==> config.mk <==
export PLATFORM = sky130hd
export DESIGN_NAME = record_sort_by_key_descending_top
export DESIGN_NICKNAME = d
export VERILOG_FILES = /design/src/hdl/rsbk_pkg.sv /design/src/hdl/record_sort_by_key_descending_top.sv /design/src/hdl/rsbk_ram.sv /design/src/hdl/rsbk_cmp.sv
export SDC_FILE = /design/constraint.sdc
export NUM_CORES = 2
export LEC_CHECK = 0
export BUFFER_PORTS_ARGS = -buffer_cell sky130_fd_sc_hd__buf_2
export CAP_MARGIN = 20
export CORE_ASPECT_RATIO = 0.6
export CORE_MARGIN = 2
export CORE_UTILIZATION = 40
export DETAILED_ROUTE_END_ITERATION = 10
export MAX_ROUTING_LAYER = met4
export SYNTH_ARGS = -nofsm -noshare
export SYNTH_HDL_FRONTEND = slang
export SYNTH_HIERARCHICAL = 1
export SYNTH_SLANG_ARGS = --single-unit
==> constraint.sdc <==
create_clock -name i_clk -period 5.24 [get_ports i_clk]
set_clock_uncertainty 0.1 [all_clocks]
set_input_delay 1.048 -clock i_clk [delete_from_list [all_inputs] [get_ports i_clk]]
set_output_delay 1.048 -clock i_clk [all_outputs]
set_load 0.01 [all_outputs]
==> src/hdl/rsbk_pkg.sv <==
// Shared types for the descending record sorter: record layout,
// sequencer state codes and the control group of the compare-swap unit.
// No dependencies.
`default_nettype none

package rsbk_pkg;

    localparam int KEY_W = 16;
    localparam int TAG_W = 16;

    // One stored record: key in the upper half, tag in the lower half.
    typedef struct packed {
        logic [KEY_W-1:0] key;
        logic [TAG_W-1:0] tag;
    } t_rec;

    // Sequencer states, one-hot.
    typedef enum logic [6:0] {
        ST_LOAD  = 7'b0000001,
        ST_FETCH = 7'b0000010,
        ST_GRAB  = 7'b0000100,
        ST_SCAN  = 7'b0001000,
        ST_PUT   = 7'b0010000,
        ST_ERD   = 7'b0100000,
        ST_EOUT  = 7'b1000000
    } t_state;

    // Control group from the sequencer to the compare-swap unit.
    typedef struct packed {
        logic load;   // capture the record read from the store as the held entry
        logic scan;   // compare the held entry against the record read
        logic self;   // the record read is the held entry's own slot
    } t_cmp_ctl;

endpackage

`default_nettype wire

==> src/hdl/record_sort_by_key_descending_top.sv <==
// Descending record sorter, top level. Depends on rsbk_pkg, rsbk_ram, rsbk_cmp.
// Collects records on the slave stream and returns them sorted by key, highest first.
`default_nettype none

// The block takes records (16-bit score key, 16-bit tag) one beat per cycle
// while it is loading, storing up to MAX_RECORDS of them; further records of
// the set are discarded and every result beat of that set then carries the
// dropped flag in tuser. The beat with tlast set ends the set (its own record
// is stored or dropped first). The block then stops accepting input and runs
// an exchange pass over the n stored records with a single comparator and a
// record RAM with one write and one read port: for each outer position the
// entry is held in the compare unit and scanned against all n slots, one slot
// per cycle, and then put back into its own slot. Emission follows once the
// first record is read from the RAM, at up to one beat per cycle while the
// receiver is ready, the last sorted record marked with tlast. Input is
// accepted again in the cycle after the final result beat is taken. No
// clearing pass is needed after reset.

module record_sort_by_key_descending_top
    import rsbk_pkg::*;
#(
    parameter int MAX_RECORDS = 64
) (
    input  wire logic        i_clk,
    input  wire logic        i_rst_n,
    // Slave side: tdata = {record_tag[31:16], score[15:0]}, tlast = last.
    input  wire logic        i_s_tvalid,
    output logic             o_s_tready,
    input  wire logic [31:0] i_s_tdata,   // [15:0] score, [31:16] record_tag
    input  wire logic        i_s_tlast,
    // Master side: one beat per stored record in descending key order.
    output logic             o_m_tvalid,
    input  wire logic        i_m_tready,
    output logic [31:0]      o_m_tdata,   // [15:0] out_tag, [31:16] out_score
    output logic             o_m_tlast,   // out_last
    output logic             o_m_tuser    // dropped
);

    localparam int AW = $clog2(MAX_RECORDS);
    localparam int CW = $clog2(MAX_RECORDS + 1);

    // Sequencer and counters.
    t_state        r_state, n_state;
    logic [CW-1:0] r_fill,  n_fill;
    logic          r_ovf,   n_ovf;
    logic [AW-1:0] r_last_idx, n_last_idx;
    logic [AW-1:0] r_a, n_a;
    logic [AW-1:0] r_b, n_b;
    logic [AW-1:0] r_k, n_k;

    // Datapath wiring.
    logic          w_in_acc;
    logic          w_out_acc;
    logic          w_full;
    logic [CW-1:0] w_fill_nx;
    logic [CW-1:0] w_fill_dec;
    logic          w_we;
    logic [AW-1:0] w_waddr;
    t_rec          w_wdata;
    logic [AW-1:0] w_raddr;
    t_rec          w_rdata;
    t_rec          w_in_rec;
    t_cmp_ctl      w_ctl;
    logic          w_swap;
    t_rec          w_held;

    assign o_s_tready = (r_state == ST_LOAD);
    assign o_m_tvalid = (r_state == ST_EOUT);
    assign w_in_acc   = i_s_tvalid && o_s_tready;
    assign w_out_acc  = o_m_tvalid && i_m_tready;

    assign w_full     = (r_fill == CW'(MAX_RECORDS));
    assign w_fill_nx  = w_full ? r_fill : r_fill + CW'(1);
    assign w_fill_dec = w_fill_nx - CW'(1);

    assign w_in_rec.key = i_s_tdata[15:0];
    assign w_in_rec.tag = i_s_tdata[31:16];

    // Output beat comes straight from the registered RAM read; the read
    // address stays on the current slot while the beat is stalled.
    assign o_m_tdata = {w_rdata.key, w_rdata.tag};
    assign o_m_tlast = (r_k == r_last_idx);
    assign o_m_tuser = r_ovf;

    // Compare-swap control.
    always_comb begin
        w_ctl.load = (r_state == ST_GRAB);
        w_ctl.scan = (r_state == ST_SCAN);
        w_ctl.self = (r_b == r_a);
    end

    // RAM write port: loading, a swap during the scan, or putting back the
    // held entry at the end of an outer step.
    always_comb begin
        w_we    = 1'b0;
        w_waddr = r_a;
        w_wdata = w_held;
        case (r_state)
            ST_LOAD: begin
                w_we    = w_in_acc && !w_full;
                w_waddr = r_fill[AW-1:0];
                w_wdata = w_in_rec;
            end
            ST_SCAN: begin
                w_we    = w_swap;
                w_waddr = r_b;
            end
            ST_PUT: begin
                w_we    = 1'b1;
            end
            default: begin
                w_we    = 1'b0;
            end
        endcase
    end

    // RAM read address: the read data is registered and shows up in the following cycle.
    always_comb begin
        case (r_state)
            ST_FETCH: w_raddr = r_a;
            ST_GRAB:  w_raddr = '0;
            ST_SCAN:  w_raddr = r_b + AW'(1);
            ST_ERD:   w_raddr = r_k;
            ST_EOUT:  w_raddr = w_out_acc ? r_k + AW'(1) : r_k;
            default:  w_raddr = '0;
        endcase
    end

    // Sequencer.
    always_comb begin
        n_state    = r_state;
        n_fill     = r_fill;
        n_ovf      = r_ovf;
        n_last_idx = r_last_idx;
        n_a        = r_a;
        n_b        = r_b;
        n_k        = r_k;
        case (r_state)
            ST_LOAD: begin
                if (w_in_acc) begin
                    n_fill = w_fill_nx;
                    n_ovf  = r_ovf || w_full;
                    if (i_s_tlast) begin
                        n_last_idx = w_fill_dec[AW-1:0];
                        n_a        = '0;
                        n_state    = ST_FETCH;
                    end
                end
            end
            ST_FETCH: begin
                n_state = ST_GRAB;
            end
            ST_GRAB: begin
                n_b     = '0;
                n_state = ST_SCAN;
            end
            ST_SCAN: begin
                n_b = r_b + AW'(1);
                if (r_b == r_last_idx) begin
                    n_state = ST_PUT;
                end
            end
            ST_PUT: begin
                if (r_a == r_last_idx) begin
                    n_k     = '0;
                    n_state = ST_ERD;
                end else begin
                    n_a     = r_a + AW'(1);
                    n_state = ST_FETCH;
                end
            end
            ST_ERD: begin
                n_state = ST_EOUT;
            end
            ST_EOUT: begin
                if (w_out_acc) begin
                    if (r_k == r_last_idx) begin
                        n_fill  = '0;
                        n_ovf   = 1'b0;
                        n_state = ST_LOAD;
                    end else begin
                        n_k = r_k + AW'(1);
                    end
                end
            end
            default: begin
                n_state = ST_LOAD;
            end
        endcase
    end

    always_ff @(posedge i_clk) begin
        if (!i_rst_n) begin
            r_state <= ST_LOAD;
            r_fill  <= '0;
            r_ovf   <= 1'b0;
        end else begin
            r_state <= n_state;
            r_fill  <= n_fill;
            r_ovf   <= n_ovf;
        end
    end

    always_ff @(posedge i_clk) begin
        r_last_idx <= n_last_idx;
        r_a        <= n_a;
        r_b        <= n_b;
        r_k        <= n_k;
    end

    rsbk_ram #(
        .DEPTH (MAX_RECORDS),
        .AW    (AW)
    ) u_ram (
        .i_clk   (i_clk),
        .i_we    (w_we),
        .i_waddr (w_waddr),
        .i_wdata (w_wdata),
        .i_raddr (w_raddr),
        .o_rdata (w_rdata)
    );

    rsbk_cmp u_cmp (
        .i_clk  (i_clk),
        .i_ctl  (w_ctl),
        .i_rd   (w_rdata),
        .o_swap (w_swap),
        .o_held (w_held)
    );

    // The fill count never passes the store depth.
    a_fill_bound: assert property (@(posedge i_clk) disable iff (!i_rst_n)
        r_fill <= CW'(MAX_RECORDS))
        else $error("fill count beyond capacity");

    // Taking the final beat of a set clears the set state and reopens input.
    a_set_done: assert property (@(posedge i_clk) disable iff (!i_rst_n)
        (w_out_acc && o_m_tlast) |=> (r_fill == '0) && !r_ovf && o_s_tready)
        else $error("set state not cleared after final beat");

    // Sort writes stay within the occupied slots.
    a_sort_addr: assert property (@(posedge i_clk) disable iff (!i_rst_n)
        (w_we && (r_state != ST_LOAD)) |-> (w_waddr <= r_last_idx))
        else $error("sort write outside the occupied slots");

    // The held entry never trades with its own stale slot.
    a_no_self_swap: assert property (@(posedge i_clk) disable iff (!i_rst_n)
        w_swap |-> (r_b != r_a))
        else $error("swap against own slot");

endmodule

`default_nettype wire

==> src/hdl/rsbk_ram.sv <==
// Record store of the sorter: one write port, one read port with registered data.
// Depends on rsbk_pkg for the record type.
`default_nettype none

module rsbk_ram
    import rsbk_pkg::*;
#(
    parameter int DEPTH = 64,
    parameter int AW    = 6
) (
    input  wire logic          i_clk,
    input  wire logic          i_we,
    input  wire logic [AW-1:0] i_waddr,
    input  wire t_rec          i_wdata,
    input  wire logic [AW-1:0] i_raddr,
    output t_rec               o_rdata
);

    t_rec r_mem [DEPTH];
    t_rec r_rdata;

    always_ff @(posedge i_clk) begin
        if (i_we) begin
            r_mem[i_waddr] <= i_wdata;
        end
    end

    always_ff @(posedge i_clk) begin
        r_rdata <= r_mem[i_raddr];
    end

    assign o_rdata = r_rdata;

endmodule

`default_nettype wire

==> src/hdl/rsbk_cmp.sv <==
// Shared compare-swap unit: holds the entry at the outer position and
// trades it against each record read from the store. Depends on rsbk_pkg.
`default_nettype none

module rsbk_cmp
    import rsbk_pkg::*;
(
    input  wire logic     i_clk,
    input  wire t_cmp_ctl i_ctl,
    input  wire t_rec     i_rd,
    output logic          o_swap,
    output t_rec          o_held
);

    t_rec r_held;

    // Equal keys never trade places, and the own slot is stale in the store
    // while its value lives here, so it is left out of the compare.
    assign o_swap = i_ctl.scan && !i_ctl.self && (r_held.key > i_rd.key);

    always_ff @(posedge i_clk) begin
        if (i_ctl.load || o_swap) begin
            r_held <= i_rd;
        end
    end

    assign o_held = r_held;

endmodule

`default_nettype wire

==> metrics <==
crit path kind=reg2reg; worst reg-to-reg setup slack=430 ps; multi-input logic area=0.0184 mm^2; Routed WL=227 mm; Worst-path clk slew=70 ps; compound-cell area share of the yosys netlist=0.0218; Ys Warns=6; Vias/cell=5.91; most frequent cells in the layout=2104 x edfxtp_1, 544 x mux4_2, 191 x clkbuf_16, 168 x buf_4, 137 x nand2_1; max cap viols=0; Ports=73; worst r2r src=r_state[6]$_SDFFE_PN0P_; register bit total from synthesis=2151; Most used DFF post-synth=edfxtp_1; Starting DRT DRC Count=6334; Worst-Skew Late Latency=810 ps; Power Dens Cells=365 mW/mm^2; r2r endpoint=u_ram/o_rdata[13]$_DFF_P_; vias in the first global route=40533; Worst-Margin Slew=1190 ps; worst path required time=5810 ps; arrival time worst endpoint=5380 ps; main combinational cell family by area after synthesis=multiplexers; Final min period=4810 ps; DRC Markers=0; clk buf depth=4; Hold Buf Count CTS=0; Hold Path Class=reg2reg; Clock Sinks=2151; simple-gate share of the synthesized area=0.0262; area grow syn2layout=14.6%; fin util=0.461; Mapped Nets=3896; Die ar.=0.211 mm^2; most common cell after layout, fill and taps aside=edfxtp_1; number of synthesized flops with an enable pin=2104; row cnt=129; global-route wire length before repair=315 mm; post-synthesis sequential area ratio=0.772; remaining global-route overflow=0; Die Span Y=357 um; # H-tree levels=4; Mapped Cells=3837; Worst Hold Launch=u_ram/o_rdata[11]$_DFF_P_; CTS tree=done; Inserted Clock Buffers=187; Crit. End Element=flop; global-route usage over all layers=0.220; Slew Limit Fails=0; pin count of the biggest net entering global routing=65; fraction of layout cells with a size suffix above 1=0.289; initial antenna violation count=15; Reg area=0.0641 mm^2; hold path cells=0; Min-Delay Endpoint=u_cmp/o_held[11]$_DFFE_PP_; # setup viols final=0; Avg WL per Cell=32.1 um; Final Net Count=4203; CTS Root Cell=clkbuf_16; die width=592 um; XOR/XNOR share of the synthesized area=0.00464; Peak supply drop=0.301 mV; Syn Std Cell Area=0.0831 mm^2; Hold Violations, Final=0; Worst setup SP type=flop; core area=0.206 mm^2; Resized Gates After CTS=0; crit-path max FO=18; LEAKAGE=28.8 nW; post-synthesis async set-or-reset flop share=0; RSZ-0062 raised after global routing=false; synth unique cells=73; Final period util=0.918; DR pass1 iterations=6; fillcell total=17081; post-synthesis adder-cell area fraction=0.00331; Routed Antenna Nets=0; FF-to-FF path depth=13; Post-CTS Setup Bufs=0; post-synthesis mux area share=0.159; initial core utilization=0.403; TNS Setup=0 ps; status=completed; fmax=208 MHz; HPWL after detailed placement=139 mm; Vias=41632; average size of a mapped cell=21.6 um^2; port bufs=72; Worst slew margin=0.204; GPL Wtd Cong=0.862
flip-flops by register name (all words and copies together) (netlist names):
name and flops:
r_state 7, u_ram/r_mem 2048, u_ram/o_rdata 32, u_cmp/o_held 32, r_last_idx 6, r_b 6, o_m_tuser 1, r_a 6
r_k 6, r_fill 7
power breakdown:
part	internal (mW)	switching [mW]
registers	19.5	0.123
clock network	7.37	6.08
logic	0.380	1.29
cell families after synthesis:
| kind of cell | count (synthesis) |
|---|---|
| flip-flops | 2151 |
| multiplexers | 639 |
| XOR/XNOR | 44 |
| adder cells (fa/ha/maj) | 22 |
| AO/OA/AOI/OAI | 271 |
| AND/OR/NAND/NOR | 476 |
| buffers and inverters | 234 |
critical path, cell delays in order (launching register included):
cell and delay (ps):
dfxtp_1 460, nor2b_1 580, nand4_1 470, nor2_1 240
a221o_4 350, buf_12 230, buf_12 190, buf_12 200
buf_4 220, mux4_2 510, mux2i_1 340, a21oi_1 310
a21oi_1 350, nor2_1 70
synth_stat cells (3+ instances only):
cell      instances  area (um^2)
nand3b_1          6         45.0
dfxtp_1          47          941
buf_1            21         78.8
nand2b_1         12         75.1
or3_1             5         31.3
o221ai_1         27          236
edfxtp_1       2104        63200
ha_1             22          275
or2_2             3         18.8
and3_1            6         37.5
nand4_1           8         50.1
o211ai_1          4         30.0
o22ai_1          84          526
a311oi_1          8         70.1
buf_4            27          203
a41o_1            4         40.0
nor2b_1          23          144
mux4_2          544        12300
clkbuf_1         88          330
xor2_1           16          140
mux2i_1          95          951
nand2_1         170          638
inv_1            27          101
a22oi_1          18          135
or3b_2            4         35.0
o21a_1            4         30.0
and2_1            6         37.5
buf_6             6         67.6
nor2_1          172          646
xnor2_1          28          245
nand3_1          23          115
a221o_1           3         30.0
o32ai_1           4         35.0
buf_2            63          315
a21oi_1          79          395
nor3_1           13         65.1
o21ai_0          17         85.1
worst max-delay path by stage:
stage | slack (ps) | start | end | cells past startpoint
after detailed placement | 220 | i_m_tready | u_ram/o_rdata[6]$_DFF_P_ | 12
after floorplan | 100 | r_state[5]$_SDFFE_PN0P_ | u_ram/r_mem[48][0]$_DFFE_PP_ | 13
after global placement | 220 | i_m_tready | u_ram/o_rdata[6]$_DFF_P_ | 12
after CTS | 490 | r_state[6]$_SDFFE_PN0P_ | u_ram/o_rdata[20]$_DFF_P_ | 13
after global routing | 230 | r_state[6]$_SDFFE_PN0P_ | u_ram/o_rdata[13]$_DFF_P_ | 13
final | 430 | r_state[6]$_SDFFE_PN0P_ | u_ram/o_rdata[13]$_DFF_P_ | 13
metal layers:
layer  GRT usage  wire [um]
met5           -          0
met4      0.0499       4870
met3      0.0624      25700
met2       0.291      95000
met1       0.334     101000
stage by stage:
step | hold WS, ps | cells | cell area (um^2) | total power, mW | setup WS (ps)
global route | 430 | 7045 | 95200 | 35.7 | 232
CTS | 407 | 7030 | 95100 | 34.9 | 486
finish | 417 | 7049 | 95200 | 34.7 | 428
global placement | 378 | 6701 | 89300 | 21.6 | 224
detailed placement | 385 | 6702 | 89300 | 21.6 | 218
floorplan | 378 | 3837 | 83100 | 20.7 | 103
final cells by class:
cell class | count | share of cell area
Sequential cell | 2151 | 0.674
Multi-Input combinational cell | 1452 | 0.194
Clock buffer | 254 | 0.0537
Tap cell | 2751 | 0.0362
Timing Repair Buffer | 323 | 0.0345
Clock inverter | 74 | 0.00665
Inverter | 29 | 0.00122
Antenna cell | 15 | 0.000394
No activity file was read; power rests on OpenSTA's default activity.
